File: src/rtl/scm_pkg.sv
// package: shared constants and types of the stereo correlation meter
package scm_pkg;
  localparam int SAMPLE_BITS_DEF = 24;
  localparam int ACC_BITS_DEF    = 48;
  localparam int ALPHA_W         = 32;
  localparam int GATE_W          = 47;
  localparam int CFG_IDX_W       = 2;
  localparam int CFG_DATA_W      = 47;
  localparam int CORR_W          = 16;

  localparam logic [CFG_IDX_W-1:0] REG_ALPHA = 2'd0;
  localparam logic [CFG_IDX_W-1:0] REG_GATE  = 2'd1;
  localparam logic [CFG_IDX_W-1:0] REG_FLOOR = 2'd2;
  localparam logic [CFG_IDX_W-1:0] REG_MONO  = 2'd3;

  localparam logic [ALPHA_W-1:0] ALPHA_RST = 32'd447372;
  localparam logic [GATE_W-1:0]  GATE_RST  = 47'd70368744;
  localparam logic [GATE_W-1:0]  FLOOR_RST = 47'd70;

  // control flags of a sample handed from front to back
  typedef struct packed {
    logic last;
    logic clear_hold;
  } scm_ctl_t;
endpackage

File: src/rtl/scm_front.sv
// front end: takes samples, applies mono mode, detects transport start
module scm_front #(
  parameter int SAMPLE_BITS = scm_pkg::SAMPLE_BITS_DEF
) (
  input  logic                          clk,
  input  logic                          rst_n,
  input  logic                          mono,
  input  logic                          s_valid,
  output logic                          s_ready,
  input  logic signed [SAMPLE_BITS-1:0] s_left,
  input  logic signed [SAMPLE_BITS-1:0] s_right,
  input  logic                          s_last,
  input  logic                          s_playing,
  output logic                          q_valid,
  input  logic                          q_ready,
  output logic signed [SAMPLE_BITS-1:0] q_left,
  output logic signed [SAMPLE_BITS-1:0] q_right,
  output scm_pkg::scm_ctl_t             q_ctl
);
  import scm_pkg::*;
  localparam int QW = 2 * SAMPLE_BITS + 2;
  localparam int DEPTH = 2;

  logic [QW-1:0] mem_r [DEPTH];
  logic          wp_r, rp_r;
  logic [1:0]    cnt_r;
  logic          prev_play_r;
  logic          push, pop;
  logic signed [SAMPLE_BITS-1:0] r_eff;

  assign s_ready = (cnt_r != 2'd2);
  assign push    = s_valid && s_ready;
  assign q_valid = (cnt_r != 2'd0);
  assign pop     = q_valid && q_ready;
  assign r_eff   = mono ? s_left : s_right;

  always_ff @(posedge clk) begin
    if (!rst_n) begin
      wp_r <= 1'b0;
      rp_r <= 1'b0;
      cnt_r <= 2'd0;
      prev_play_r <= 1'b0;
    end else begin
      if (push) begin
        wp_r <= ~wp_r;
        prev_play_r <= s_playing;
      end
      if (pop) rp_r <= ~rp_r;
      cnt_r <= cnt_r + {1'b0, push} - {1'b0, pop};
    end
  end

  always_ff @(posedge clk) begin
    if (push) mem_r[wp_r] <= {s_left, r_eff, s_last, s_playing & ~prev_play_r};
  end

  assign q_left       = mem_r[rp_r][QW-1 -: SAMPLE_BITS];
  assign q_right      = mem_r[rp_r][SAMPLE_BITS+1 -: SAMPLE_BITS];
  assign q_ctl.last       = mem_r[rp_r][1];
  assign q_ctl.clear_hold = mem_r[rp_r][0];
endmodule

File: config.mk
export PLATFORM = sky130hd
export DESIGN_NAME = scm_front
export DESIGN_NICKNAME = d
export VERILOG_FILES = /design/src/rtl/scm_pkg.sv /design/src/rtl/scm_front.sv
export SDC_FILE = /design/constraint.sdc
export NUM_CORES = 1
export LEC_CHECK = 0
export BUFFER_PORTS_ARGS = -buffer_cell sky130_fd_sc_hd__clkbuf_2
export CAP_MARGIN = 10
export CORE_UTILIZATION = 34
export CTS_BUF_LIST = sky130_fd_sc_hd__clkbuf_8 sky130_fd_sc_hd__clkbuf_16
export DETAILED_ROUTE_END_ITERATION = 12
export MAX_ROUTING_LAYER = met4
export PLACE_DENSITY_LB_ADDON = 0.3
export SKIP_CTS_REPAIR_TIMING = 1
export SYNTH_ARGS = -nofsm -noshare
export SYNTH_HDL_FRONTEND = slang
export SYNTH_SLANG_ARGS = --single-unit
File: constraint.sdc
create_clock -name clk -period 3.24 [get_ports clk]
set_clock_uncertainty 0.05 [all_clocks]
set_input_delay 0.324 -clock clk [delete_from_list [all_inputs] [get_ports clk]]
set_output_delay 0.324 -clock clk [all_outputs]
set_load 0.05 [all_outputs]
==> results.sh, run 1 <==
export IMPL_run_status="finished, final reports clean"
export IMPL_yosysTopAreaCellShare=0.664
export IMPL_drt_initial_drc_count=96
export IMPL_initial_utilization=0.354
export IMPL_ys_seq_area_frac=0.690
export IMPL_p_seq_frac=0.418
export IMPL_grt_max_degree=51
export IMPL_routed_wl_um=7400
export IMPL_worstHoldPathType="in2reg"
export IMPL_grt_usage=0.116
export IMPL_maxSlewHeadroom=0.338
export IMPL_cap_viol_max_count=0
export IMPL_grt_pass1_wl_um=11500
export IMPL_vias=2200
export IMPL_wire_per_inst_um=14.8
export IMPL_vias_per_cell=4.40
export IMPL_min_from="s_last"
export IMPL_synthSimpleGateAreaFrac=0.0166
export IMPL_fin_nets=380
export IMPL_p_per_area_mw_per_mm2=831
export IMPL_place_ws_ns=1.21
export IMPL_portBuffers=106
export IMPL_met2_usage=0.179
export IMPL_arrival_ns=1.98
export IMPL_cts_root_buf="clkbuf_16"
export IMPL_r2r_slack_ns=1.28
export IMPL_drc=0
export IMPL_insertion_delay_ns=0.34
export IMPL_min_period_over_period=0.726
export IMPL_final_max_slew_viol_count=0
export IMPL_rsz0062_at_grt="no"
export IMPL_antenna_found_initial=0
export IMPL_fmax_mhz=425
export IMPL_worstPathRequired_ns=2.87
export IMPL_syn_instance_count=212
export IMPL_yosysWarnings=0
export IMPL_die_x_um=117
export IMPL_grt_util_met1=0.139
export IMPL_fin_ws_ns=0.887
export IMPL_period_needed_ns=2.35
export IMPL_power_mw=4.53
export IMPL_area_growth_pct=20.7
export IMPL_switching_share=0.362
export IMPL_final_cell_mix="clkbuf_2, edfxtp_1, mux2_4, clkbuf_16, dfxtp_1"
export IMPL_syn_cell_area_sq_mm=0.00452
export IMPL_dp_hpwl_um=4650
export IMPL_postRouteAntennaNets=0
export IMPL_synthMuxAreaShare=0.247
export IMPL_final_setup_tns_ns=0
export IMPL_busiest_layer="met2"
export IMPL_synth_compound_area_share=0.00194
export IMPL_final_common_cell="clkbuf_2"
export IMPL_clkTransAtPathRegs_ns=0.07
export IMPL_drive_above_1_share=0.613
export IMPL_dieArea_sq_mm=0.0138
export IMPL_crit_type="reg2out"
export IMPL_gp_congestion=0.692
export IMPL_diodes=0
export IMPL_die_y_um=117
export IMPL_switchingPower_mw=1.64
export IMPL_leakagePower_nw=2.21
export IMPL_yosys_area_top_type="edfxtp_1"
export IMPL_crit_path_end_kind="output port"
export IMPL_avgSynthCellArea_sq_um=21.3
export IMPL_synth_area_top_cells="edfxtp_1, mux2_4, dfxtp_1, buf_12, buf_6"
export IMPL_first_pass_iters=4
export IMPL_hold_viol=0
export IMPL_row_count=41
export IMPL_io_pins=107
export IMPL_p_int_mw=2.89
export IMPL_clock_path_buffers=2
export IMPL_worstReg2RegStart="cnt_r[0]"
export IMPL_synth_fa_ha_area_frac=0.00553
export IMPL_core_sq_mm=0.0128
export IMPL_p_comb_frac=0.354
export IMPL_cts_tree="done"
export IMPL_clockPowerShare=0.228
export IMPL_overflow=0
export IMPL_synth_top_family_by_area="multiplexers"
export IMPL_rr_worst_depth=4
export IMPL_timing_worst_slew_pin_value_ns=0.992
export IMPL_synth_seq_cells=106
export IMPL_r2r_end="mem_r[0][27]"
export IMPL_synth_nets=269
export IMPL_crit_fanout=50
export IMPL_ys_types=18
export IMPL_htree_levels=3
export IMPL_grtUsageMet3=0.0443
export IMPL_whs_path_depth=1
export IMPL_grt_pass1_vias=2193
export IMPL_crit_path_start_kind="flop"
export IMPL_ir_worst_vdd_mv=0.547
export IMPL_hold_end="mem_r[1][1]"
export IMPL_cts_sinks=106
export IMPL_finalSetupViolCount=0
export IMPL_cts_buffers=9
export IMPL_synth_xor_area_share=0.00581
## cell usage after synthesis
master    number
and2_1         2
and3_1         1
buf_12         5
buf_6          4
dfxtp_1        6
edfxtp_1     100
ha_1           2
inv_1          1
mux2_2         4
mux2_4        70
mux2i_1        2
nand2_1        4
nand2b_1       2
nor2_1         1
nor2b_1        3
o21a_2         1
or2_2          1
xnor2_1        3
## logic make-up after synthesis
logic type / count (synthesis)
AOI/OAI and AO/OA: 1
muxes: 76
and+or+nand+nor: 14
xor gates and xnor gates: 3
adders and majority gates: 2
buffers and inverters: 10
DFF: 106
## registers in the layout, indices dropped and copies added (netlist names), named ones only
register	count
cnt_r	2
mem_r	100
prev_play_r	1
rp_r	1
wp_r	1
## through the flow
stage                     cells  hold WS, ns  utilization  area [sq um]
after detailed placement    484        0.402        0.405          5170
after floorplan             212        0.373            -          4530
after global placement      484        0.397        0.405          5170
after CTS                   500        0.105        0.427          5460
final                       500        0.121        0.427          5460
after global routing        500        0.104        0.427          5460
## power by group through the flow
stage / Combinational, mW / Sequential [mW] / Clock [mW]
floorplan: 1.49 / 1.80 / 0
global placement: 1.62 / 1.93 / 0
detailed placement: 1.62 / 1.93 / 0
CTS: 1.63 / 1.91 / 1.08
global route: 1.68 / 1.93 / 1.13
finish: 1.60 / 1.90 / 1.03
## final cells by class
cell class	count	area [sq um]
sequential	106	3130
clock inverter	7	62.6
fill	1139	7310
clock buffer	9	225
inverter	1	3.75
tap	172	215
multi-input combinational	96	1260
timing repair buffer	109	566
## worst max-delay path by stage
stage	end	depth (start not counted)
2_1_floorplan	mem_r[0][0]	3
5_1_grt	q_left[15]	2
6_report	q_right[5]	2
3_5_place_dp	q_right[5]	2
3_3_place_gp	q_right[5]	2
4_1_cts	q_right[5]	2
## worst max-delay path, stage by stage, from the launching register on
cell and delay [ns]:
dfxtp_4 1.00, mux2_4 0.37, clkbuf_2 0.24
## routing by layer
layer | routed length (um) | share of wire
met1 | 3250 | 0.44
met3 | 480 | 0.065
met5 | 0 | 0
met4 | 92 | 0.012
met2 | 3570 | 0.48
No activity file was read; power rests on OpenSTA's default activity.
==> run 2: changes to the inputs <==
clock period = 1.9 ns   (was 3.24 ns; I/O delays follow)
==> run 2 against run 1 <==
Non-clock buffer count increased by 15. Setup slack worse by 0.75 ns. Sequential power rose by 61%. Wire length rose by 2.0%. Combinational power up 89%. Design area rose by 3.7%. Flip-flop and latch count unchanged. Hold slack worse by 0.12 ns. First-iteration DRC count decreased by 41%. Register-to-register slack worse by 1.1 ns. Global-route usage grew 0.34 points.
==> results.sh, run 2 (synthesis results as in run 1) <==
export IMPL_core_sq_mm=0.0128
export IMPL_worstPathRequired_ns=1.66
export IMPL_overflow=0
export IMPL_fillers=1129
export IMPL_r2r_slack_ns=0.22
export IMPL_drive_above_1_share=0.606
export IMPL_cts_buffers=9
export IMPL_crit_path_start_kind="flop"
export IMPL_hold_viol=0
export IMPL_dp_hpwl_um=4980
export IMPL_period_needed_ns=1.76
export IMPL_postLayoutCellArea_sq_mm=0.00566
export IMPL_final_cell_mix="clkbuf_2, edfxtp_1, mux2_4, dlygate4sd3_1, clkbuf_16"
export IMPL_stdcell_count=515
export IMPL_gp_congestion=0.683
export IMPL_portBuffers=106
export IMPL_drt_initial_drc_count=57
export IMPL_ir_worst_vdd_mv=1.05
export IMPL_cts_tree="done"
export IMPL_biggestRegsByFlops="mem_r x100, cnt_r x2"
export IMPL_antenna_found_initial=0
export IMPL_leakagePower_nw=2.29
export IMPL_final_seq_area_sq_mm=0.00313
export IMPL_timing_worst_slew_pin_value_ns=0.345
export IMPL_arrival_ns=1.52
export IMPL_insertion_delay_ns=0.34
export IMPL_multi_input_area_sq_mm=0.00127
export IMPL_wire_per_inst_um=14.7
export IMPL_dieArea_sq_mm=0.0138
export IMPL_crit_type="reg2out"
export IMPL_final_max_slew_viol_count=0
export IMPL_cts_sinks=106
export IMPL_area_growth_pct=25.2
export IMPL_finalSetupViolCount=0
export IMPL_postRouteAntennaNets=0
export IMPL_io_pins=107
export IMPL_grt_usage=0.120
export IMPL_crit_fanout=26
export IMPL_p_per_area_mw_per_mm2=1380
export IMPL_maxSlewHeadroom=0.770
export IMPL_fin_nets=395
export IMPL_die_y_um=117
export IMPL_vias=2245
export IMPL_drc=0
export IMPL_clkTransAtPathRegs_ns=0.06
export IMPL_power_mw=7.82
export IMPL_first_pass_iters=4
export IMPL_place_area_sq_mm=0.00527
export IMPL_diodes=0
export IMPL_die_x_um=117
export IMPL_htree_levels=3
export IMPL_run_status="finished, final reports clean"
export IMPL_clock_path_buffers=2
export IMPL_row_count=41
export IMPL_crit_path_end_kind="output port"
export IMPL_vias_per_cell=4.36
export IMPL_placed_cells=488
export IMPL_grt_pass1_wl_um=12000
export IMPL_min_period_over_period=0.928
export IMPL_grt_max_degree=27
export IMPL_largest_reg_flops=100
export IMPL_grt_pass1_vias=2336
export IMPL_cts_root_buf="clkbuf_16"
export IMPL_regMostFlops="mem_r"
export IMPL_rsz0062_at_grt="no"
export IMPL_final_setup_tns_ns=0
export IMPL_final_common_cell="clkbuf_2"
export IMPL_fin_ws_ns=0.137
export IMPL_fmax_mhz=567
export IMPL_routed_wl_um=7550
export IMPL_cap_viol_max_count=0
export IMPL_initial_utilization=0.354
export IMPL_place_ws_ns=0.210
export IMPL_worstHoldPathType="in2reg"
run 2: through the flow:
stage	hold slack, ns	utilization
2_1_floorplan	0.239	-
3_3_place_gp	0.344	0.412
3_5_place_dp	0.349	0.412
4_1_cts	-0.0192	0.435
5_1_grt	0.00183	0.443
6_report	0.00480	0.443
run 2: where the power goes:
part           leakage, nW  total, mW  internal, mW  switching [mW]
clock network        0.145       1.74         0.982           0.757
logic                 1.16       3.02          1.06            1.96
registers            0.985       3.06          2.95           0.103
total                 2.29       7.82          4.99            2.83
run 2: area by class of cell:
class	count	share of cell area
sequential	106	0.552
multi-input combinational	96	0.225
timing repair buffer	124	0.133
clock buffer	12	0.0471
tap	172	0.0380
clock inverter	4	0.00331
inverter	1	0.000663
run 2: worst max-delay path: stages, from the launching register on:
cell,delay (ns)
dfxtp_4,0.37
buf_12,0.22
mux2_4,0.32
clkbuf_2,0.24
run 2: path summary, 6_finish.rpt:
kind             endpoint   startpoint  depth (start not counted)
max            q_left[15]         flop                          3
min          mem_r[1][34]    s_left[8]                          1
max reg2reg      cnt_r[1]     cnt_r[1]                          7
min reg2reg   prev_play_r  prev_play_r                          2
run 2: routing by layer:
metal	global-route usage	vias up	part of all wire
met3	0.0345	12	0.049
met4	0.0609	0	0.016
met5	-	-	0
met2	0.188	73	0.49
met1	0.140	1087	0.44
li1	-	1073	-
